--- config.mk ---
export PLATFORM = sky130hd
export DESIGN_NAME = hex_token_line_selector_top
export DESIGN_NICKNAME = d
export VERILOG_FILES = /design/src/hw/rtl/htls_pkg.sv /design/src/hw/rtl/hex_token_line_selector_top.sv
export SDC_FILE = /design/constraint.sdc
export NUM_CORES = 1
export LEC_CHECK = 0
export BUFFER_PORTS_ARGS = -buffer_cell sky130_fd_sc_hd__clkbuf_2
export CORE_UTILIZATION = 60
export CTS_CLUSTER_DIAMETER = 40
export DETAILED_ROUTE_END_ITERATION = 7
export PLACE_DENSITY = 0.81
export SYNTH_ARGS = -nofsm -noshare
export SYNTH_HDL_FRONTEND = slang
export SYNTH_SLANG_ARGS = --single-unit
--- constraint.sdc ---
create_clock -name clk -period 27.4 [get_ports clk]
set_clock_uncertainty 0.15 [all_clocks]
set_input_delay 2.74 -clock clk [delete_from_list [all_inputs] [get_ports clk]]
set_output_delay 2.74 -clock clk [all_outputs]
set_load 0.005 [all_outputs]
--- src/hw/rtl/htls_pkg.sv ---
// ----------------------------------------------------------------------------
// htls_pkg
// Shared request and result types of the hex token line selector.
// ----------------------------------------------------------------------------
package htls_pkg;

    // One input request: a character byte or the end-of-input marker.
    typedef struct packed {
        logic [7:0] char_code;
        logic       end_of_input;
    } htls_char_t;

    // One result: the signed token value and its digit count.
    typedef struct packed {
        logic [63:0] number_bits;
        logic [7:0]  digit_count;
    } htls_result_t;

endpackage

--- src/hw/rtl/hex_token_line_selector_top.sv ---
// ----------------------------------------------------------------------------
// hex_token_line_selector_top
// Scans a character stream, keeps the last two valid signed hex tokens of
// each line and emits the second-to-last one (or the only one) at line end.
// ----------------------------------------------------------------------------
//
//  Channel   Direction  Handshake                 Payload
//  -------   ---------  ------------------------  ------------------------------
//  char      in         char_valid / char_stall   char_item   (htls_char_t)
//  result    out        result_valid / result_stall result_item (htls_result_t)
//
//  An accepted request sits in the input register; once the result side is free the
//  scan logic (a digit shift, a mode change, a 64-bit negation) loads the result
//  register from it, so each result comes from the request that closes its line.
//  Requests are taken in every cycle while the result side drains.
//  Reset (rst_n low, asynchronous) clears the scan state and both valid flags.
//  A result held by result_stall raises char_stall once the input register is full.
//
module hex_token_line_selector_top (
    input  logic                   clk,
    input  logic                   rst_n,
    input  logic                   char_valid,
    output logic                   char_stall,
    input  htls_pkg::htls_char_t   char_item,
    output logic                   result_valid,
    input  logic                   result_stall,
    output htls_pkg::htls_result_t result_item
);

    // Scan mode of the character stream. The zero code is never entered and
    // falls into the between-tokens arm.
    typedef enum logic [1:0] {
        MODE_BETWEEN = 2'd1,
        MODE_TOKEN   = 2'd2,
        MODE_BAD     = 2'd3
    } scan_mode_t;

    localparam logic [7:0] CH_TAB   = 8'h09;
    localparam logic [7:0] CH_LF    = 8'h0A;
    localparam logic [7:0] CH_CR    = 8'h0D;
    localparam logic [7:0] CH_SPACE = 8'h20;
    localparam logic [7:0] CH_PLUS  = 8'h2B;
    localparam logic [7:0] CH_MINUS = 8'h2D;
    localparam logic [7:0] DIGITS_MAX = 8'd255;

    // Input register.
    logic                 in_valid_reg;
    htls_pkg::htls_char_t in_data_reg;

    // Scan state.
    scan_mode_t  mode_reg, mode_next;
    logic        tok_neg_reg, tok_neg_next;
    logic [63:0] tok_value_reg, tok_value_next;
    logic [7:0]  tok_digits_reg, tok_digits_next;
    logic [1:0]  kept_reg, kept_next;
    logic [63:0] new_value_reg, new_value_next;
    logic        new_neg_reg, new_neg_next;
    logic [7:0]  new_digits_reg, new_digits_next;
    logic [63:0] old_value_reg, old_value_next;
    logic        old_neg_reg, old_neg_next;
    logic [7:0]  old_digits_reg, old_digits_next;

    // Result register.
    logic                   result_valid_reg;
    htls_pkg::htls_result_t result_data_reg;

    logic        advance;
    logic        step;
    logic        char_accept;
    logic        is_end;
    logic        is_space;
    logic        is_sign;
    logic        dig_ok;
    logic [3:0]  dig_val;
    logic        line_end;
    logic        emit;
    logic [63:0] sel_value;
    logic        sel_neg;
    logic [7:0]  sel_digits;

    // Decodes one hex digit character; bit 4 flags a valid digit.
    function automatic logic [4:0] hex_decode(input logic [7:0] c);
        logic [4:0] r;
        r = 5'd0;
        if (c >= 8'h30 && c <= 8'h39) begin
            r = {1'b1, 4'(c - 8'h30)};
        end else if (c >= 8'h61 && c <= 8'h66) begin
            r = {1'b1, 4'(c - 8'h57)};
        end else if (c >= 8'h41 && c <= 8'h46) begin
            r = {1'b1, 4'(c - 8'h37)};
        end
        return r;
    endfunction

    // The pipeline moves whenever the result register is free or is taken.
    assign advance     = !result_valid_reg || !result_stall;
    assign step        = in_valid_reg && advance;
    assign char_stall  = in_valid_reg && !advance;
    assign char_accept = char_valid && !char_stall;

    always_comb
    begin
        logic [4:0] dec;
        dec      = hex_decode(in_data_reg.char_code);
        is_end   = in_data_reg.end_of_input || in_data_reg.char_code == CH_LF ||
                   in_data_reg.char_code == CH_CR;
        is_space = is_end || in_data_reg.char_code == CH_SPACE ||
                   in_data_reg.char_code == CH_TAB;
        dig_ok   = !in_data_reg.end_of_input && dec[4];
        dig_val  = dec[3:0];
        is_sign  = !in_data_reg.end_of_input && (in_data_reg.char_code == CH_PLUS ||
                   in_data_reg.char_code == CH_MINUS);
    end

    always_comb
    begin
        logic keep;
        keep            = 1'b0;
        line_end        = 1'b0;
        mode_next       = mode_reg;
        tok_neg_next    = tok_neg_reg;
        tok_value_next  = tok_value_reg;
        tok_digits_next = tok_digits_reg;
        kept_next       = kept_reg;
        new_value_next  = new_value_reg;
        new_neg_next    = new_neg_reg;
        new_digits_next = new_digits_reg;
        old_value_next  = old_value_reg;
        old_neg_next    = old_neg_reg;
        old_digits_next = old_digits_reg;
        sel_value       = new_value_reg;
        sel_neg         = new_neg_reg;
        sel_digits      = new_digits_reg;
        emit            = 1'b0;

        if (step) begin
            unique case (mode_reg)
                MODE_TOKEN:
                begin
                    if (dig_ok) begin
                        tok_value_next = {tok_value_reg[59:0], dig_val};
                        if (tok_digits_reg != DIGITS_MAX) begin
                            tok_digits_next = tok_digits_reg + 8'd1;
                        end
                    end else if (is_space) begin
                        // A lone sign has no digits and is not kept.
                        keep         = tok_digits_reg != 8'd0;
                        tok_neg_next = 1'b0;
                        mode_next    = MODE_BETWEEN;
                        line_end     = is_end;
                    end else begin
                        tok_neg_next = 1'b0;
                        mode_next    = MODE_BAD;
                    end
                end
                MODE_BAD:
                begin
                    if (is_space) begin
                        mode_next = MODE_BETWEEN;
                        line_end  = is_end;
                    end
                end
                default:
                begin
                    mode_next = MODE_BETWEEN;
                    if (is_sign) begin
                        tok_neg_next    = in_data_reg.char_code == CH_MINUS;
                        tok_value_next  = 64'd0;
                        tok_digits_next = 8'd0;
                        mode_next       = MODE_TOKEN;
                    end else if (dig_ok) begin
                        tok_neg_next    = 1'b0;
                        tok_value_next  = {60'd0, dig_val};
                        tok_digits_next = 8'd1;
                        mode_next       = MODE_TOKEN;
                    end else if (!is_space) begin
                        mode_next = MODE_BAD;
                    end else begin
                        line_end = is_end;
                    end
                end
            endcase

            if (keep) begin
                old_value_next  = new_value_reg;
                old_neg_next    = new_neg_reg;
                old_digits_next = new_digits_reg;
                new_value_next  = tok_value_reg;
                new_neg_next    = tok_neg_reg;
                new_digits_next = tok_digits_reg;
                if (kept_reg != 2'd2) begin
                    kept_next = kept_reg + 2'd1;
                end
            end

            // With two kept tokens the older one is reported.
            if (kept_next == 2'd1) begin
                sel_value  = new_value_next;
                sel_neg    = new_neg_next;
                sel_digits = new_digits_next;
            end else begin
                sel_value  = old_value_next;
                sel_neg    = old_neg_next;
                sel_digits = old_digits_next;
            end

            if (line_end) begin
                emit      = kept_next != 2'd0;
                kept_next = 2'd0;
            end
        end
    end

    always_ff @(posedge clk or negedge rst_n)
    begin
        if (!rst_n) begin
            in_valid_reg     <= 1'b0;
            result_valid_reg <= 1'b0;
            mode_reg         <= MODE_BETWEEN;
            tok_neg_reg      <= 1'b0;
            tok_value_reg    <= 64'd0;
            tok_digits_reg   <= 8'd0;
            kept_reg         <= 2'd0;
            new_value_reg    <= 64'd0;
            new_neg_reg      <= 1'b0;
            new_digits_reg   <= 8'd0;
            old_value_reg    <= 64'd0;
            old_neg_reg      <= 1'b0;
            old_digits_reg   <= 8'd0;
        end else begin
            if (char_accept) begin
                in_valid_reg <= 1'b1;
            end else if (advance) begin
                in_valid_reg <= 1'b0;
            end
            if (advance) begin
                result_valid_reg <= emit;
            end
            mode_reg       <= mode_next;
            tok_neg_reg    <= tok_neg_next;
            tok_value_reg  <= tok_value_next;
            tok_digits_reg <= tok_digits_next;
            kept_reg       <= kept_next;
            new_value_reg  <= new_value_next;
            new_neg_reg    <= new_neg_next;
            new_digits_reg <= new_digits_next;
            old_value_reg  <= old_value_next;
            old_neg_reg    <= old_neg_next;
            old_digits_reg <= old_digits_next;
        end
    end

    // Payload registers carry no reset.
    always_ff @(posedge clk)
    begin
        if (char_accept) begin
            in_data_reg <= char_item;
        end
        if (emit) begin
            result_data_reg.number_bits <= sel_neg ? (64'd0 - sel_value) : sel_value;
            result_data_reg.digit_count <= sel_digits;
        end
    end

    assign result_valid = result_valid_reg;
    assign result_item  = result_data_reg;

`ifndef SYNTHESIS
    // A reported token always has at least one digit.
    assert property (@(posedge clk) disable iff (!rst_n)
        result_valid_reg |-> result_data_reg.digit_count != 8'd0)
        else $error("result with zero digit count");

    // The kept-token count saturates at two.
    assert property (@(posedge clk) disable iff (!rst_n)
        kept_reg != 2'd3)
        else $error("kept token count overflow");

    // The input side only stalls while it holds a request.
    assert property (@(posedge clk) disable iff (!rst_n)
        char_stall |-> in_valid_reg)
        else $error("stall without a held request");

    // A request that ends no reported line leaves the result register empty.
    assert property (@(posedge clk) disable iff (!rst_n)
        (advance && !emit) |=> !result_valid_reg)
        else $error("result appeared without a line end");

    // Reporting a line empties the kept tokens.
    assert property (@(posedge clk) disable iff (!rst_n)
        emit |=> kept_reg == 2'd0)
        else $error("kept tokens survive a line end");
`endif

endmodule
==> results of run 1 <==
## layer usage
layer | GRT usage | wire (um) | share of wire
met2 | 0.4857 | 18280 | 0.47
met1 | 0.4163 | 15990 | 0.41
met4 | 0.1188 | 1224 | 0.032
met5 | 0 | 0 | 0
met3 | 0.05265 | 3080 | 0.080
## cell families after synthesis
logic type,Yosys count,share of synthesized area
simple gates,565,0.1597
mux,106,0.07626
fa+ha+maj,8,0.006582
flops,306,0.5302
buf+inv,125,0.03464
xor+xnor,65,0.03743
compound gates,350,0.1552
## final cells by class
class                           count  area share
Sequential cell                   306      0.4655
Multi-Input combinational cell   1094      0.3866
Clock buffer                       48     0.06681
Timing Repair Buffer              106     0.03409
Tap cell                          324     0.02340
Clock inverter                     25     0.01835
Inverter                           24    0.005200
## power by group
part           switching [mW]  internal [mW]
Combinational          0.0721         0.0375
Sequential            0.00789          0.483
Clock                   0.205          0.361
## worst min-delay path: cells and delay by family, from the launching register on
family / cells / cell delay [ns]
DFF: 1 / 0.34
and+or+nand+nor: 2 / 0.10
## how the worst max path moves through the flow
stage / start / end / slack [ns] / depth (start not counted)
6_report: result_stall / result_item[53]$_DFFE_PP_ / 20.07 / 12
2_1_floorplan: result_stall / result_item[0]$_DFFE_PP_ / 17.96 / 4
4_1_cts: result_stall / result_item[53]$_DFFE_PP_ / 20.18 / 12
5_1_grt: result_stall / result_item[53]$_DFFE_PP_ / 19.70 / 12
3_5_place_dp: result_stall / result_item[53]$_DFFE_PP_ / 19.64 / 12
3_3_place_gp: result_stall / result_item[67]$_DFFE_PP_ / 19.80 / 12
## synthesized netlist by cell type (all sizes together) (6+ instances only)
master	instances	share of area
a22oi	10	0.0049
o22ai	16	0.0066
a2111o	6	0.0044
o21ai	153	0.050
nand3	26	0.0086
o211ai	6	0.0033
xnor2	38	0.022
nor3	47	0.017
xor2	27	0.016
mux2	79	0.058
o22a	13	0.0075
buf	21	0.0090
mux2i	27	0.018
a21oi	33	0.011
or3	13	0.0053
edfxtp	81	0.16
a31oi	10	0.0041
nand2b	7	0.0029
a2111oi	6	0.0039
clkbuf	80	0.020
ha	8	0.0066
inv	24	0.0059
nor2	90	0.022
dfrtp	224	0.37
o221ai	12	0.0069
o31ai	14	0.0095
nand4	7	0.0029
nand2	336	0.083
a221oi	6	0.0043
and2	8	0.0033
## metrics by stage
stage | cell area, um^2 | power (mW) | cells
floorplan | 15210 | 0.5709 | 1525
global placement | 15850 | 0.6010 | 1854
detailed placement | 15850 | 0.6051 | 1854
CTS | 17320 | 1.170 | 1927
global route | 17320 | 1.203 | 1927
finish | 17320 | 1.167 | 1927
==> qor_table.md, run 1 <==
| Result | This run |
|:---|:---|
| Status | completed |
| Post-detailed-route DRC marker count | 0 |
| Buffers inserted by post-CTS timing repair | 0 |
| Register-to-register path setup slack | 20.69 ns |
| Crit Path Class | in2reg |
| Post-DR vias/cell | 6.388 |
| Clock tree from TritonCTS | done |
| Site Rows | 57 |
| Length in cells of the worst reg-to-reg path | 14 |
| First-pass GRT wire length | 63.00 mm |
| Fin Hold WS | 0.3243 ns |
| Starting density of the core | 0.6181 |
| Initial antenna violation count | 0 |
| Combined global-route utilization of all metal layers | 0.3041 |
| Number of distinct library cell variants in the gate-level netlist after synthesis | 80 |
| Util after Layout | 0.7040 |
| Routed Wire Length | 38.57 mm |
| Overflow after GRT | 0 |
| Number of buffer cells added on primary ports | 86 |
| TritonCTS sink count | 306 |
| R2r endpoint | result_item[53]$_DFFE_PP_ |
| Path class of the lowest-slack min-delay path | reg2reg |
| CP peak stage delay | 0.76 ns |
| Setup violators final | 0 |
| RSZ-0062 raised after global routing | no |
| Diodes inserted | 0 |
| Worst Tran Pin Value | 1.408 ns |
| Maximum fanout encountered on the critical timing path | 26 |
| Detailed Route Iter0 Violations | 1,433 |
| Layout Area Growth over Synthesis | 13.90% |
| Number of antenna-violating nets in the routed design | 0 |
| Mapped Cells | 1,525 |
| Period utilization | 0.2676 |
| Overall die width | 161.2 um |
| Combined buffer and inverter count along the critical path | 2 |
| Clock-pin slew on the worst setup and hold paths | 0.06 ns |
| Cell depth of the worst min-delay path | 2 |
| Final weighted congestion of routability-driven global placement | 0.8886 |
| Pin count of the biggest net entering global routing | 89 |
| DIE AREA | 0.02599 mm^2 |
| Routed wire per std cell | 20.01 um |
| Buffer type at the clock tree root | sky130_fd_sc_hd__clkbuf_16 |
| Highest Clock Rate | 0.1364 GHz |
| Proportion of synthesized flip-flops having asynchronous set or reset | 0.7353 |
| CP endpoint kind | flip-flop |
| Placeable core region | 0.02460 mm^2 |
| Die height | 161.2 um |
| Total number of yosys warnings | 0 |
| Final critical path time including I/O delays and setup | 7.333 ns |
| Arrival time reported for the critical path endpoint | 7.45 ns |
| Terminating pin of the worst hold path | old_digits_reg[6]$_DFFE_PN0P_ |
| Max-Slew Margin vs Limit | 0.03726 |
| Worst r2r src | in_data_reg[2]$_DFFE_PP_ |
| Storage cell area | 0.008064 mm^2 |
| Hold bufs inserted after CTS | 0 |
| Fraction of layout instances using a drive strength above 1 | 0.1797 |
| Ordered cell list for the critical path | clkbuf_2 -> a21bo_2 -> nor2_1 -> o211ai_1 -> buf_4 -> a21boi_1 -> nor3_1 -> a2111oi_2 -> and4_1 -> nand4_1 -> o41ai_1 -> xnor2_1 |
| Syn nets | 1,546 |
| Areal power density over the cells | 67.34 mW/mm^2 |
| Number of buffers on the longest clock path | 3 |
| Drt pass-1 iters | 6 |
| Ys flop type | sky130_fd_sc_hd__dfrtp_1 |
| H-tree lvl count | 2 |
| Synth Area per Inst | 9.973 um^2 |
| Number of slew-limit violations in the final report | 0 |
| Startpoint Class | primary input |
| Number of inserted filler cells in the final layout | 1,723 |
| Share of the yosys chip area belonging to registers | 0.5302 |
| Placed wire-length estimate | 23.52 mm |
| Critical-path top delay cell | sky130_fd_sc_hd__a21boi_1 |
| Top Ports | 87 |
| Vias in the first global route | 12,002 |
| Setup slack of the critical path after layout | 20.07 ns |
| Netlist area before placement | 0.01521 mm^2 |
| Gates resized, CTS repair | 0 |
| Cell leakage power | 7.630 nW |
| Number of synthesized flops with an enable pin | 81 |
| Dominant delay contributor by cell family on the critical path | compound AO/OA/AOI/OAI gates |
| Startpoint of the most critical hold path | old_digits_reg[6]$_DFFE_PN0P_ |
| Number of flip-flops and latches in the synthesized netlist | 306 |
| Flip-flop count of the largest register after layout | 72 |
| IR Drop Worst-Case VDD | 0.05026 mV |
| Total number of vias | 12,310 |
| Clock latency on the worst-skew pair | 0.54 ns |
| Post-route setup TNS | 0 ns |
| Critical Path RT | 27.52 ns |
| Number of buffers inserted during clock tree synthesis | 40 |
| Leading cell type in the layout, fill and taps excluded | sky130_fd_sc_hd__nand2_1 |
| Multi-input combinational cell area | 0.006698 mm^2 |
| Top library cells by usage in the layout, fill and taps aside | 334 x sky130_fd_sc_hd__nand2_1, 224 x sky130_fd_sc_hd__dfrtp_1, 137 x sky130_fd_sc_hd__o21ai_0, 89 x sky130_fd_sc_hd__nor2_1, 85 x sky130_fd_sc_hd__clkbuf_2 |
| Final hold violation count | 0 |
| Number of nets at the end of the flow | 1,593 |
| Max cap viols | 0 |
| Worst Setup Slack post-DPL | 19.64 ns |
Power figures use the tool's default switching activity.
==> run 2: changes to the inputs <==
==> constraint.sdc (replaced) <==
create_clock -name clk -period 7.2 [get_ports clk]
set_clock_uncertainty 0.15 [all_clocks]
set_input_delay 0.72 -clock clk [delete_from_list [all_inputs] [get_ports clk]]
set_output_delay 0.72 -clock clk [all_outputs]
set_load 0.005 [all_outputs]
==> run 2 against run 1 <==
  * Critical endpoint is now result_item[67]$_DFFE_PP_
  * Core utilization down 0.80 points
  * Combinational power grew to 3.8 times the previous value
  * Critical path depth unchanged
  * Clock power grew to 3.3 times the previous value
  * The run now ends with hold timing left
  * First-iteration DRC count decreased by 6.9%
==> qor_table.md, run 2 (same netlist as run 1, synthesis figures left out) <==
| Result | This run |
|:---|:---|
| Non-Filler Instances | 1,927 |
| Crit Path Class | reg2reg |
| Total number of vias | 12,255 |
| Failing checks | hold timing |
| Buffer type at the clock tree root | sky130_fd_sc_hd__clkbuf_16 |
| Leading cell type in the layout, fill and taps excluded | sky130_fd_sc_hd__nand2_1 |
| Placed wire-length estimate | 23.64 mm |
| Number of antenna-violating nets in the routed design | 0 |
| IR Drop Worst-Case VDD | 0.1844 mV |
| Startpoint Class | flip-flop |
| Switch share | 0.2546 |
| Post-DR vias/cell | 6.360 |
| Number of buffer cells added on primary ports | 86 |
| Number of buffers inserted during clock tree synthesis | 40 |
| Net Switching | 1.052 mW |
| Path class of the lowest-slack min-delay path | in2async |
| Placeable core region | 0.02460 mm^2 |
| Combined global-route utilization of all metal layers | 0.2953 |
| Clock share of power | 0.447 |
| Cell leakage power | 7.542 nW |
| Worst Tran Pin Value | 1.217 ns |
| Buffers inserted by post-CTS timing repair | 0 |
| Routed Wire Length | 37.90 mm |
| Final hold violation count | 9 |
| Status | finished with violations |
| Top Ports | 87 |
| Pin count of the biggest net entering global routing | 119 |
| Initial antenna violation count | 0 |
| Period utilization | 0.8447 |
| Fin Hold WS | -0.01774 ns |
| CP endpoint kind | flip-flop |
| Hold bufs inserted after CTS | 0 |
| Vias in the first global route | 11,663 |
| Cell internal pwr | 3.082 mW |
| Die height | 161.2 um |
| Starting density of the core | 0.6181 |
| Post-route setup TNS | 0 ns |
| Number of nets at the end of the flow | 1,596 |
| RSZ-0062 raised after global routing | no |
| Top library cells by usage in the layout, fill and taps aside | 334 x sky130_fd_sc_hd__nand2_1, 224 x sky130_fd_sc_hd__dfrtp_1, 137 x sky130_fd_sc_hd__o21ai_0, 89 x sky130_fd_sc_hd__nor2_1, 86 x sky130_fd_sc_hd__clkbuf_2 |
| Maximum fanout encountered on the critical timing path | 14 |
| H-tree lvl count | 2 |
| Number of slew-limit violations in the final report | 0 |
| Highest Clock Rate | 0.1644 GHz |
| Diodes inserted | 0 |
| TritonCTS sink count | 306 |
| Overall die width | 161.2 um |
| Clock-pin slew on the worst setup and hold paths | 0.06 ns |
| Number of inserted filler cells in the final layout | 1,781 |
| Post-detailed-route DRC marker count | 0 |
| Site Rows | 57 |
| Gates resized, CTS repair | 0 |
| Gate power share | 0.102 |
| DP Cell Count | 1,856 |
| Layout Area Growth over Synthesis | 12.60% |
| Routed wire per std cell | 19.67 um |
| Critical Path RT | 7.30 ns |
| Arrival time reported for the critical path endpoint | 6.18 ns |
| Setup violators final | 0 |
| Clock latency on the worst-skew pair | 0.52 ns |
| Max-Slew Margin vs Limit | 0.1890 |
| Fraction of layout instances using a drive strength above 1 | 0.1765 |
| Max cap viols | 0 |
| Overflow after GRT | 0 |
| Number of buffers on the longest clock path | 3 |
| Sequential group share of total power | 0.451 |
| Flip-flop count of the largest register after layout | 72 |
| Clock tree from TritonCTS | done |
| Final weighted congestion of routability-driven global placement | 0.8817 |
| Final critical path time including I/O delays and setup | 6.082 ns |
| Detailed Route Iter0 Violations | 1,334 |
| Areal power density over the cells | 241.4 mW/mm^2 |
| Overall Power | 4.134 mW |
| Register-to-register path setup slack | 1.12 ns |
| Drt pass-1 iters | 6 |
| DIE AREA | 0.02599 mm^2 |
| First-pass GRT wire length | 60.86 mm |
## run 2: cell count changes in the layout (fill, tap and decap cells not counted), moves of 2 or more
cell / before / now
sky130_fd_sc_hd__inv_6: 6 / 4
sky130_fd_sc_hd__clkinv_4: 5 / 2
sky130_fd_sc_hd__inv_4: 1 / 4
sky130_fd_sc_hd__clkbuf_16: 45 / 42
sky130_fd_sc_hd__clkbuf_1: 1 / 5
sky130_fd_sc_hd__bufinv_16: 6 / 0
## run 2: final cells by class
cell class	count	area, um^2	share of cell area
Sequential cell	306	8064	0.4709
Multi-Input combinational cell	1094	6703	0.3914
Clock buffer	50	1111	0.06488
Timing Repair Buffer	109	623.1	0.03638
Tap cell	324	405.4	0.02367
Clock inverter	20	128.9	0.007525
Inverter	24	90.09	0.005260
## run 2: worst max-delay path, cell delays in order, from the launching register on
cell,delay (ns)
sky130_fd_sc_hd__edfxtp_1,0.44
sky130_fd_sc_hd__inv_1,0.11
sky130_fd_sc_hd__ha_1,0.26
sky130_fd_sc_hd__inv_1,0.08
sky130_fd_sc_hd__a2111oi_0,0.98
sky130_fd_sc_hd__o21ai_4,0.29
sky130_fd_sc_hd__a21boi_1,0.78
sky130_fd_sc_hd__nor3_1,0.21
sky130_fd_sc_hd__a2111oi_2,0.53
sky130_fd_sc_hd__and4_1,0.39
sky130_fd_sc_hd__nand4_1,0.68
sky130_fd_sc_hd__o41ai_1,0.72
sky130_fd_sc_hd__xnor2_1,0.16
## run 2: per-layer routing
layer | GRT usage | wire (um)
met2 | 0.4669 | 17650
met5 | 0 | 0
met3 | 0.04931 | 3531
met4 | 0.1141 | 1365
met1 | 0.4107 | 15350
## run 2: worst paths after layout
path                                               start                             to  cells after the start
max reg2reg                     in_data_reg[2]$_DFFE_PP_      result_item[67]$_DFFE_PP_                     12
min                                                rst_n  old_value_reg[53]$_DFFE_PN0P_                      1
max in group asynchronous                          rst_n  tok_value_reg[10]$_DFFE_PN0P_                      2
max                             in_data_reg[2]$_DFFE_PP_      result_item[67]$_DFFE_PP_                     12
min in group clk                            char_item[5]       in_data_reg[5]$_DFFE_PP_                      1
min reg2reg                old_value_reg[60]$_DFFE_PN0P_  old_value_reg[60]$_DFFE_PN0P_                      2
## run 2: power by group through the flow
stage / clock [mW] / sequential (mW) / combinational (mW)
global route: 1.94 / 1.87 / 0.458
global placement: 0 / 1.89 / 0.398
CTS: 1.87 / 1.86 / 0.416
detailed placement: 0 / 1.90 / 0.411
floorplan: 0 / 1.89 / 0.284
finish: 1.85 / 1.87 / 0.421
## run 2: stage by stage
stage	utilization	hold WS (ns)	setup slack, ns	area (um^2)
floorplan	-	0.2744	1.111	15210
global placement	0.6454	0.3075	1.590	15880
detailed placement	0.6454	0.3157	1.245	15880
CTS	0.6958	0.01775	1.235	17120
global route	0.6960	0.03819	0.8312	17130
finish	0.6960	-0.01774	1.118	17130
